<file path="src/rtl/egp_pkg.sv">
// Shared constants for the Elias-gamma triple packer.
`timescale 1ns / 1ps

package egp_pkg;

  // Default width of each coded value.
  localparam int unsigned VALUE_BITS_DEF = 31;

  // Bits in one output byte.
  localparam int unsigned BYTE_BITS = 8;

  // Marker ORed into the first byte of a run that carries the term code.
  localparam logic [BYTE_BITS-1:0] TERM_MARK = 8'h80;

  // Number of values coded per item.
  localparam int unsigned NUM_VALUES = 3;

endpackage

</file>
<file path="src/rtl/egp_code.sv">
// Builds the stream-ordered gamma code and its length for one value.
`timescale 1ns / 1ps

module egp_code import egp_pkg::*; #(
  parameter int unsigned VALUE_BITS = VALUE_BITS_DEF
) (
  input  logic [VALUE_BITS-1:0]                   value_i,
  input  logic [$clog2(VALUE_BITS)-1:0]           lead_i,
  output logic [2*VALUE_BITS-2:0]                 code_o,
  output logic [$clog2(2*VALUE_BITS)-1:0]         len_o
);

  localparam int unsigned NW  = $clog2(VALUE_BITS);
  localparam int unsigned MCB = 2 * VALUE_BITS - 1;
  localparam int unsigned LW  = $clog2(MCB + 1);
  localparam logic [NW:0] VB_L = (NW + 1)'(VALUE_BITS);

  logic [VALUE_BITS-1:0] rev;
  logic [NW:0]           rsh;
  logic [LW-1:0]         lead_l;
  logic [MCB-1:0]        ones;
  logic [MCB-1:0]        rest;
  logic                  big;

  always_comb begin
    for (int i = 0; i < VALUE_BITS; i++) begin
      rev[VALUE_BITS-1-i] = value_i[i];
    end
  end

  // Values above one have a nonzero leading-one position.
  assign big    = (lead_i != '0);
  assign lead_l = LW'(lead_i);
  assign rsh    = VB_L - {1'b0, lead_i};

  // Unary prefix of n ones, then the n low bits in emission order after the zero.
  assign ones = (MCB'(1) << lead_i) - MCB'(1);
  assign rest = MCB'(rev >> rsh) << (lead_l + LW'(1));

  assign code_o = big ? (ones | rest) : (MCB'(value_i[0]) << 1);
  assign len_o  = big ? ((lead_l << 1) + LW'(1)) : LW'(2);

endmodule

</file>
<file path="src/rtl/egp_serializer.sv">
// Byte serializer: holds one packed run and sends it a byte per transfer.
`timescale 1ns / 1ps

module egp_serializer import egp_pkg::*; #(
  parameter int unsigned WORD_BITS = 184,
  parameter int unsigned CNT_W     = 5
) (
  input  logic                  clk_i,
  input  logic                  rst_ni,
  input  logic                  load_valid_i,
  output logic                  load_ready_o,
  input  logic [WORD_BITS-1:0]  load_word_i,
  input  logic [CNT_W-1:0]      load_bytes_i,
  output logic                  out_valid_o,
  input  logic                  out_ready_i,
  output logic [BYTE_BITS-1:0]  out_byte_o,
  output logic                  last_byte_o
);

  logic [WORD_BITS-1:0] word_q, word_d;
  logic [CNT_W-1:0]     cnt_q, cnt_d;
  logic                 xfer;
  logic                 load;

  assign out_valid_o  = (cnt_q != '0);
  assign last_byte_o  = (cnt_q == CNT_W'(1));
  assign out_byte_o   = word_q[BYTE_BITS-1:0];
  assign xfer         = out_valid_o && out_ready_i;
  // Take the next run when empty or as the final byte leaves.
  assign load_ready_o = !out_valid_o || (xfer && last_byte_o);
  assign load         = load_valid_i && load_ready_o;

  always_comb begin
    word_d = word_q;
    cnt_d  = cnt_q;
    if (load) begin
      word_d = load_word_i;
      cnt_d  = load_bytes_i;
    end else if (xfer) begin
      word_d = word_q >> BYTE_BITS;
      cnt_d  = cnt_q - CNT_W'(1);
    end
  end

  always_ff @(posedge clk_i or negedge rst_ni) begin
    if (!rst_ni) begin
      cnt_q <= '0;
    end else begin
      cnt_q <= cnt_d;
    end
  end

  always_ff @(posedge clk_i) begin
    word_q <= word_d;
  end

endmodule

</file>
<file path="src/rtl/elias_gamma_triple_packer.sv">
// Top level of the Elias-gamma triple packer: code pipeline and byte output.
`timescale 1ns / 1ps
//
// Usage:
//   Input channel (in_valid_i / in_ready_o) moves one item per transfer: three
//   values and the write_term flag. Output channel (out_valid_o / out_ready_i)
//   moves one packed byte per transfer; last_byte_o marks the final byte of an
//   item's run. A run is 1 to MAXB bytes (23 at VALUE_BITS = 31).
//   Path: an item passes five register stages (input, leading-one position,
//   code build, first merge, final merge) and then loads into the serializer,
//   which offers its first byte when the output side is free.
//   Throughput: the serializer's single byte port sends one byte per transfer,
//   so an item holds the output for as many transfers as its run has bytes;
//   an input transfer can happen every cycle while the pipeline has room, and
//   the next run loads in the same cycle as the previous run's last byte leaves.
//   Reset (rst_ni low, asynchronous) drops every item in flight and empties
//   the serializer; the block holds no other state.
//   When the receiver stalls, the current byte holds on the port, the
//   pipeline fills up stage by stage, and then in_ready_o drops; nothing is
//   lost or repeated.

module elias_gamma_triple_packer import egp_pkg::*; #(
  parameter int unsigned VALUE_BITS = VALUE_BITS_DEF
) (
  input  logic                  clk_i,
  input  logic                  rst_ni,
  input  logic                  in_valid_i,
  output logic                  in_ready_o,
  input  logic [VALUE_BITS-1:0] term_value_i,
  input  logic [VALUE_BITS-1:0] doc_value_i,
  input  logic [VALUE_BITS-1:0] count_value_i,
  input  logic                  write_term_i,
  output logic                  out_valid_o,
  input  logic                  out_ready_i,
  output logic [BYTE_BITS-1:0]  out_byte_o,
  output logic                  last_byte_o
);

  localparam int unsigned NW   = $clog2(VALUE_BITS);
  localparam int unsigned MCB  = 2 * VALUE_BITS - 1;
  localparam int unsigned LW   = $clog2(MCB + 1);
  localparam int unsigned ABW  = 2 * MCB;
  localparam int unsigned LABW = $clog2(ABW + 1);
  localparam int unsigned TB   = 3 * MCB;
  localparam int unsigned TW   = $clog2(TB + 1);
  localparam int unsigned MAXB = (TB + BYTE_BITS - 1) / BYTE_BITS;
  localparam int unsigned WB   = MAXB * BYTE_BITS;
  localparam int unsigned CW   = $clog2(MAXB + 1);
  localparam int unsigned BSH  = $clog2(BYTE_BITS);

  // Stage 1: registered input item.
  logic                  s1_v_q;
  logic [VALUE_BITS-1:0] s1_val_q [NUM_VALUES];
  logic                  s1_term_q;

  // Stage 2: leading-one position of each value.
  logic                  s2_v_q;
  logic [VALUE_BITS-1:0] s2_val_q [NUM_VALUES];
  logic [NW-1:0]         s2_lead_q [NUM_VALUES];
  logic [NW-1:0]         s2_lead_d [NUM_VALUES];
  logic                  s2_term_q;

  // Stage 3: stream-ordered code and length of each value.
  logic                  s3_v_q;
  logic [MCB-1:0]        s3_code_q [NUM_VALUES];
  logic [LW-1:0]         s3_len_q [NUM_VALUES];
  logic [MCB-1:0]        s3_code_d [NUM_VALUES];
  logic [LW-1:0]         s3_len_d [NUM_VALUES];
  logic                  s3_term_q;

  // Stage 4: term and doc codes merged.
  logic                  s4_v_q;
  logic [ABW-1:0]        s4_ab_q, s4_ab_d;
  logic [LABW-1:0]       s4_lab_q, s4_lab_d;
  logic [MCB-1:0]        s4_c_q;
  logic [LW-1:0]         s4_lc_q;
  logic                  s4_term_q;

  // Stage 5: full packed run and its byte count.
  logic                  s5_v_q;
  logic [WB-1:0]         s5_word_q, s5_word_d;
  logic [CW-1:0]         s5_bytes_q, s5_bytes_d;
  logic [TW-1:0]         s5_total;
  logic                  s5_term_q;

  logic rdy1, rdy2, rdy3, rdy4, rdy5;
  logic ser_ready;

  // Advance a stage when it is empty or its successor takes its item.
  assign rdy5 = !s5_v_q || ser_ready;
  assign rdy4 = !s4_v_q || rdy5;
  assign rdy3 = !s3_v_q || rdy4;
  assign rdy2 = !s2_v_q || rdy3;
  assign rdy1 = !s1_v_q || rdy2;
  assign in_ready_o = rdy1;

  // Leading-one position; zero for values 0 and 1.
  always_comb begin
    for (int k = 0; k < NUM_VALUES; k++) begin
      s2_lead_d[k] = '0;
      for (int i = 1; i < VALUE_BITS; i++) begin
        if (s1_val_q[k][i]) begin
          s2_lead_d[k] = NW'(i);
        end
      end
    end
  end

  for (genvar g = 0; g < NUM_VALUES; g++) begin : g_code
    egp_code #(
      .VALUE_BITS(VALUE_BITS)
    ) u_code (
      .value_i (s2_val_q[g]),
      .lead_i  (s2_lead_q[g]),
      .code_o  (s3_code_d[g]),
      .len_o   (s3_len_d[g])
    );
  end

  // Drop the term code entirely when the flag is clear.
  always_comb begin
    logic [MCB-1:0] t_code;
    logic [LW-1:0]  t_len;
    t_code   = s3_term_q ? s3_code_q[0] : '0;
    t_len    = s3_term_q ? s3_len_q[0] : '0;
    s4_ab_d  = ABW'(t_code) | (ABW'(s3_code_q[1]) << t_len);
    s4_lab_d = LABW'(t_len) + LABW'(s3_len_q[1]);
  end

  always_comb begin
    s5_word_d = WB'(s4_ab_q) | (WB'(s4_c_q) << s4_lab_q);
    if (s4_term_q) begin
      s5_word_d = s5_word_d | WB'(TERM_MARK);
    end
    s5_total   = TW'(s4_lab_q) + TW'(s4_lc_q);
    s5_bytes_d = CW'(((TW + 1)'(s5_total) + (TW + 1)'(BYTE_BITS - 1)) >> BSH);
  end

  // Valid bits.
  always_ff @(posedge clk_i or negedge rst_ni) begin
    if (!rst_ni) begin
      s1_v_q <= 1'b0;
      s2_v_q <= 1'b0;
      s3_v_q <= 1'b0;
      s4_v_q <= 1'b0;
      s5_v_q <= 1'b0;
    end else begin
      if (rdy1) s1_v_q <= in_valid_i;
      if (rdy2) s2_v_q <= s1_v_q;
      if (rdy3) s3_v_q <= s2_v_q;
      if (rdy4) s4_v_q <= s3_v_q;
      if (rdy5) s5_v_q <= s4_v_q;
    end
  end

  // Payload; load only with a valid item coming in.
  always_ff @(posedge clk_i) begin
    if (rdy1 && in_valid_i) begin
      s1_val_q[0] <= term_value_i;
      s1_val_q[1] <= doc_value_i;
      s1_val_q[2] <= count_value_i;
      s1_term_q   <= write_term_i;
    end
    if (rdy2 && s1_v_q) begin
      s2_val_q  <= s1_val_q;
      s2_lead_q <= s2_lead_d;
      s2_term_q <= s1_term_q;
    end
    if (rdy3 && s2_v_q) begin
      s3_code_q <= s3_code_d;
      s3_len_q  <= s3_len_d;
      s3_term_q <= s2_term_q;
    end
    if (rdy4 && s3_v_q) begin
      s4_ab_q   <= s4_ab_d;
      s4_lab_q  <= s4_lab_d;
      s4_c_q    <= s3_code_q[2];
      s4_lc_q   <= s3_len_q[2];
      s4_term_q <= s3_term_q;
    end
    if (rdy5 && s4_v_q) begin
      s5_word_q  <= s5_word_d;
      s5_bytes_q <= s5_bytes_d;
      s5_term_q  <= s4_term_q;
    end
  end

  egp_serializer #(
    .WORD_BITS(WB),
    .CNT_W    (CW)
  ) u_ser (
    .clk_i        (clk_i),
    .rst_ni       (rst_ni),
    .load_valid_i (s5_v_q),
    .load_ready_o (ser_ready),
    .load_word_i  (s5_word_q),
    .load_bytes_i (s5_bytes_q),
    .out_valid_o  (out_valid_o),
    .out_ready_i  (out_ready_i),
    .out_byte_o   (out_byte_o),
    .last_byte_o  (last_byte_o)
  );

`ifndef SYNTH
  // A finished run always has between one and MAXB bytes.
  a_run_len: assert property (@(posedge clk_i) disable iff (!rst_ni)
    s5_v_q |-> (s5_bytes_q != '0) && (s5_bytes_q <= CW'(MAXB)))
    else $error("packed run byte count out of range");

  // A run with the term code carries the marker in its first byte.
  a_term_mark: assert property (@(posedge clk_i) disable iff (!rst_ni)
    (s5_v_q && s5_term_q) |-> s5_word_q[BYTE_BITS-1])
    else $error("term marker missing from first byte");

  // A stalled first merge stage keeps its item until the next stage takes it.
  a_stall_hold: assert property (@(posedge clk_i) disable iff (!rst_ni)
    (s4_v_q && !rdy5) |=> s4_v_q && $stable(s4_ab_q) && $stable(s4_lab_q))
    else $error("stalled merge stage lost its item");
`endif

endmodule
</file>
<file path="config.mk">
export PLATFORM = sky130hd
export DESIGN_NAME = elias_gamma_triple_packer
export DESIGN_NICKNAME = d
export VERILOG_FILES = /design/src/rtl/egp_pkg.sv /design/src/rtl/egp_code.sv /design/src/rtl/egp_serializer.sv /design/src/rtl/elias_gamma_triple_packer.sv
export SDC_FILE = /design/constraint.sdc
export NUM_CORES = 2
export LEC_CHECK = 0
export ABC_AREA = 1
export BUFFER_PORTS_ARGS = -buffer_cell sky130_fd_sc_hd__buf_4
export CORE_UTILIZATION = 47
export CTS_BUF_LIST = sky130_fd_sc_hd__clkbuf_4
export CTS_CLUSTER_SIZE = 14
export DETAILED_ROUTE_END_ITERATION = 8
export HOLD_SLACK_MARGIN = 0.1
export PLACE_DENSITY_LB_ADDON = 0.2
export SLEW_MARGIN = 20
export SYNTH_ARGS = -nofsm -noshare
export SYNTH_HDL_FRONTEND = slang
export SYNTH_SLANG_ARGS = --single-unit
</file>
<file path="constraint.sdc">
create_clock -name clk_i -period 17.3 [get_ports clk_i]
set_clock_uncertainty 0.05 [all_clocks]
set_input_delay 0.865 -clock clk_i [delete_from_list [all_inputs] [get_ports clk_i]]
set_output_delay 0.865 -clock clk_i [all_outputs]
set_load 0.005 [all_outputs]
</file>
==> out/qor.yml <==
fmaxAchievable_ghz: 0.198
coreArea_um2: 126000
hpwl_um: 137000
grt_pass1_wl_um: 286000
total_power_mw: 11.8
fp-row-count: 130
whs_ns: 0.316
num_io_pins: 109
layout.cells.non_filler: 9447
post_synth_num_cell_types: 65
hold-path-cell-count: 0
synth.top_cell.area_share_pct: 48.9
worstSkewPairLatency_ns: 1.24
start_util_pct: 47.5
critical_path.max_stage_delay_ns: 1.05
holdPathEnd: "s4_c_q[42]"
status: "finished, final reports clean"
yosysWarnings: 0
tritoncts: "built"
rsz0062_at_grt: "no"
synthCells: 7546
wirelength_um: 188000
powerDensity_nw_per_um2: 181
vdd_ir_drop_max_mv: 0.135
setup_tns_ns: 0
crit_path_top_delay_cell: "edfxtp_1"
rrSetupSlack_ns: 12.25
worst_setup_path_start_kind: "flop"
cp_cell_sequence: "inv_2 -> ha_1 -> nand2_1 -> nor2_2 -> buf_4 -> inv_1 -> ha_1 -> inv_1 -> nor2_2 -> inv_2 -> nor2_4 -> inv_2 -> nor2_4 -> nand4_2 -> nor3_2 -> nand2_1 -> inv_1 -> a31oi_1 -> a21oi_1"
grtUsageTotal_pct: 29.0
holdCritStartpoint: "s3_code_q[42]"
critPathArrivalTime_ns: 6.05
cts-htree-levels: 5
period_needed_ns: 5.05
dr.pass1.iters: 6
area_growth_pct: 9.56
port_buffers: 108
die_y_um: 359
die_w_um: 359
ys.flop_type: "edfxtp_1"
ys_async_sr_fraction_pct: 1.02
synth_area_leader_cell: "edfxtp_1"
synth_common_cells: "2527 x nand2_1, 975 x edfxtp_1, 811 x o21ai_0"
post-route-period-util_pct: 29.2
cts_sinks: 985
drcViolationCount: 0
ys_top_cells_by_area: "edfxtp_1 49%, nand2_1 16%, o21ai_0 6.8%"
min_path_type: "reg -> reg"
nNetsFinal: 7769
synth_edf_count: 975
critPathCaptureType: "flop"
cts_root_buf: "clkbuf_4"
cts.clk_slew.worst_paths_ns: 0.07
r2r_end: "s3_code_q[58]"
post_dp_cell_area_um2: 61400
reg2regPathDepth: 19
post_drt_wl_per_cell_um: 19.9
synth.most_common_cell: "nand2_1"
grt_pass1_vias: 48300
globalplace.congestion: 1.05
leakage_nw: 27.6
ys_seq_area_share_pct: 49.4
cts_max_path_buffers: 4
grt.overflow.total: 0
dp_slack_ns: 12.29
critPathRequiredTime_ns: 18.30
setup_viol: 0
path_max_fanout: 38
postSynthNetCount: 7684
synth_area_per_cell_um2: 7.93
ys_ff_latch: 985
hold_viol: 0
max_slew.worst_pin.slew_ns: 1.35
dp_cells: 8902
path_class: "reg -> reg"
antenna_found_initial: 9
max-slew-margin-rel_pct: 9.12
dieArea_um2: 129000
path_delay_family: "buffers and inverters"
route.vias.total: 52300
fin_area_um2: 65500
synth_area_um2: 59800
fin_ws_ns: 12.25
layout-drive-gt1-share_pct: 9.93
drtAntennaViolNets: 0
cts_buffers: 279
fin_util_pct: 52.1
maxCapViolCount: 0
num-fill-cells: 12100
vias_per_cell: 5.54
drt-initial-drc-count: 5423
r2r-start: "s2_lead_q[1]"
cp_num_buf_inv: 7
grt_max_degree: 127
report.final.slew_viol_count: 0
## metal layers
layer | share of wire [%] | routed length (µm) | global-route usage, % | vias to the layer above
li1 | - | - | - | 25800
met1 | 46 | 85800 | 41.1 | 24300
met2 | 43 | 81600 | 43.2 | 1913
met3 | 6.5 | 12200 | 4.75 | 377
met4 | 4.6 | 8690 | 13.9 | 0
met5 | 0 | 0 | 0 | -
## power by group
part	internal, mW	total (mW)	switching [mW]	leakage (nW)
logic	1.56	5.73	4.17	16.6
registers	3.81	4.13	0.320	9.10
clock network	1.04	1.99	0.949	1.89
total	6.41	11.8	5.43	27.6
## sequential cells by signal (all words and copies together), names as in the netlist, 5 cells and up
register,cells
s1_val_q,93
s2_lead_q,15
s2_val_q,93
s3_code_q,183
s3_len_q,18
s4_ab_q,122
s4_c_q,61
s4_lab_q,7
s4_lc_q,6
s5_bytes_q,5
s5_word_q,184
u_ser.cnt_q,5
u_ser.word_q,184
## layout make-up
class | instances | area, µm² | area share (%)
antenna | 11 | 27.5 | 0.0420
clock buffer | 376 | 2820 | 4.31
clock inverter | 60 | 318 | 0.485
inverter | 535 | 2040 | 3.12
multi-input combinational | 5542 | 26300 | 40.2
sequential | 985 | 29500 | 45.1
tap | 1650 | 2060 | 3.15
timing repair buffer | 288 | 2410 | 3.68
## worst register-to-register path: stages, from the launching register on
cell      delay (ns)
edfxtp_1        1.05
inv_2           0.53
ha_1            0.37
nand2_1         0.18
nor2_2          0.04
buf_4           0.26
inv_1           0.46
ha_1            0.32
inv_1           0.11
nor2_2          0.18
inv_2           0.06
nor2_4          0.12
inv_2           0.06
nor2_4          0.10
nand4_2         0.11
nor3_2          0.18
nand2_1         0.33
inv_1           0.24
a31oi_1         0.06
a21oi_1         0.16
## cells by family after synthesis
logic type / Yosys count / synth area share [%]
AOI/OAI and AO/OA: 1305 / 12.2
xor gates and xnor gates: 68 / 0.995
buffers and inverters: 1019 / 6.78
adders and majority gates: 40 / 0.849
and+or+nand+nor: 4019 / 28.0
muxes: 110 / 1.84
DFF: 985 / 49.4
## cell usage in the layout (no fill, tap or decap), drive strengths merged, types with 11 or more instances in the layout
master	instances
o21ai	864
a2bb2oi	14
xor2	49
clkinv	62
xnor2	19
o211ai	56
edfxtp	975
o21a	12
o22ai	11
buf	190
nor2	533
clkbuf	376
dlygate4sd3	98
a22o	11
a31o	13
ha	39
mux2i	110
a211o	11
a21oi	129
nor3	139
nor4	19
nand4	39
nand2	2536
diode	11
o21bai	53
or3	22
inv	530
nand3	657
or2	63
a31oi	95
## timing repair
action	in CTS	in global routing
setup buffers	0	0
endpoints found under the setup margin	0	0
endpoints found under the hold margin	109	0
hold buffers	98	0
resized for setup	0	0
## worst max-delay path by stage
stage / to / depth (start not counted) / slack, ns / startpoint
after global placement: s3_code_q[58] / 19 / 12.41 / s2_lead_q[1]
after detailed placement: s3_code_q[58] / 19 / 12.29 / s2_lead_q[1]
final: s3_code_q[58] / 19 / 12.25 / s2_lead_q[1]
after floorplan: u_ser.cnt_q[2] / 6 / 6.71 / u_ser.cnt_q[0]
after CTS: s3_code_q[58] / 19 / 12.33 / s2_lead_q[1]
after global routing: s3_code_q[58] / 19 / 11.80 / s2_lead_q[1]
(Power assumes the default switching activity.)
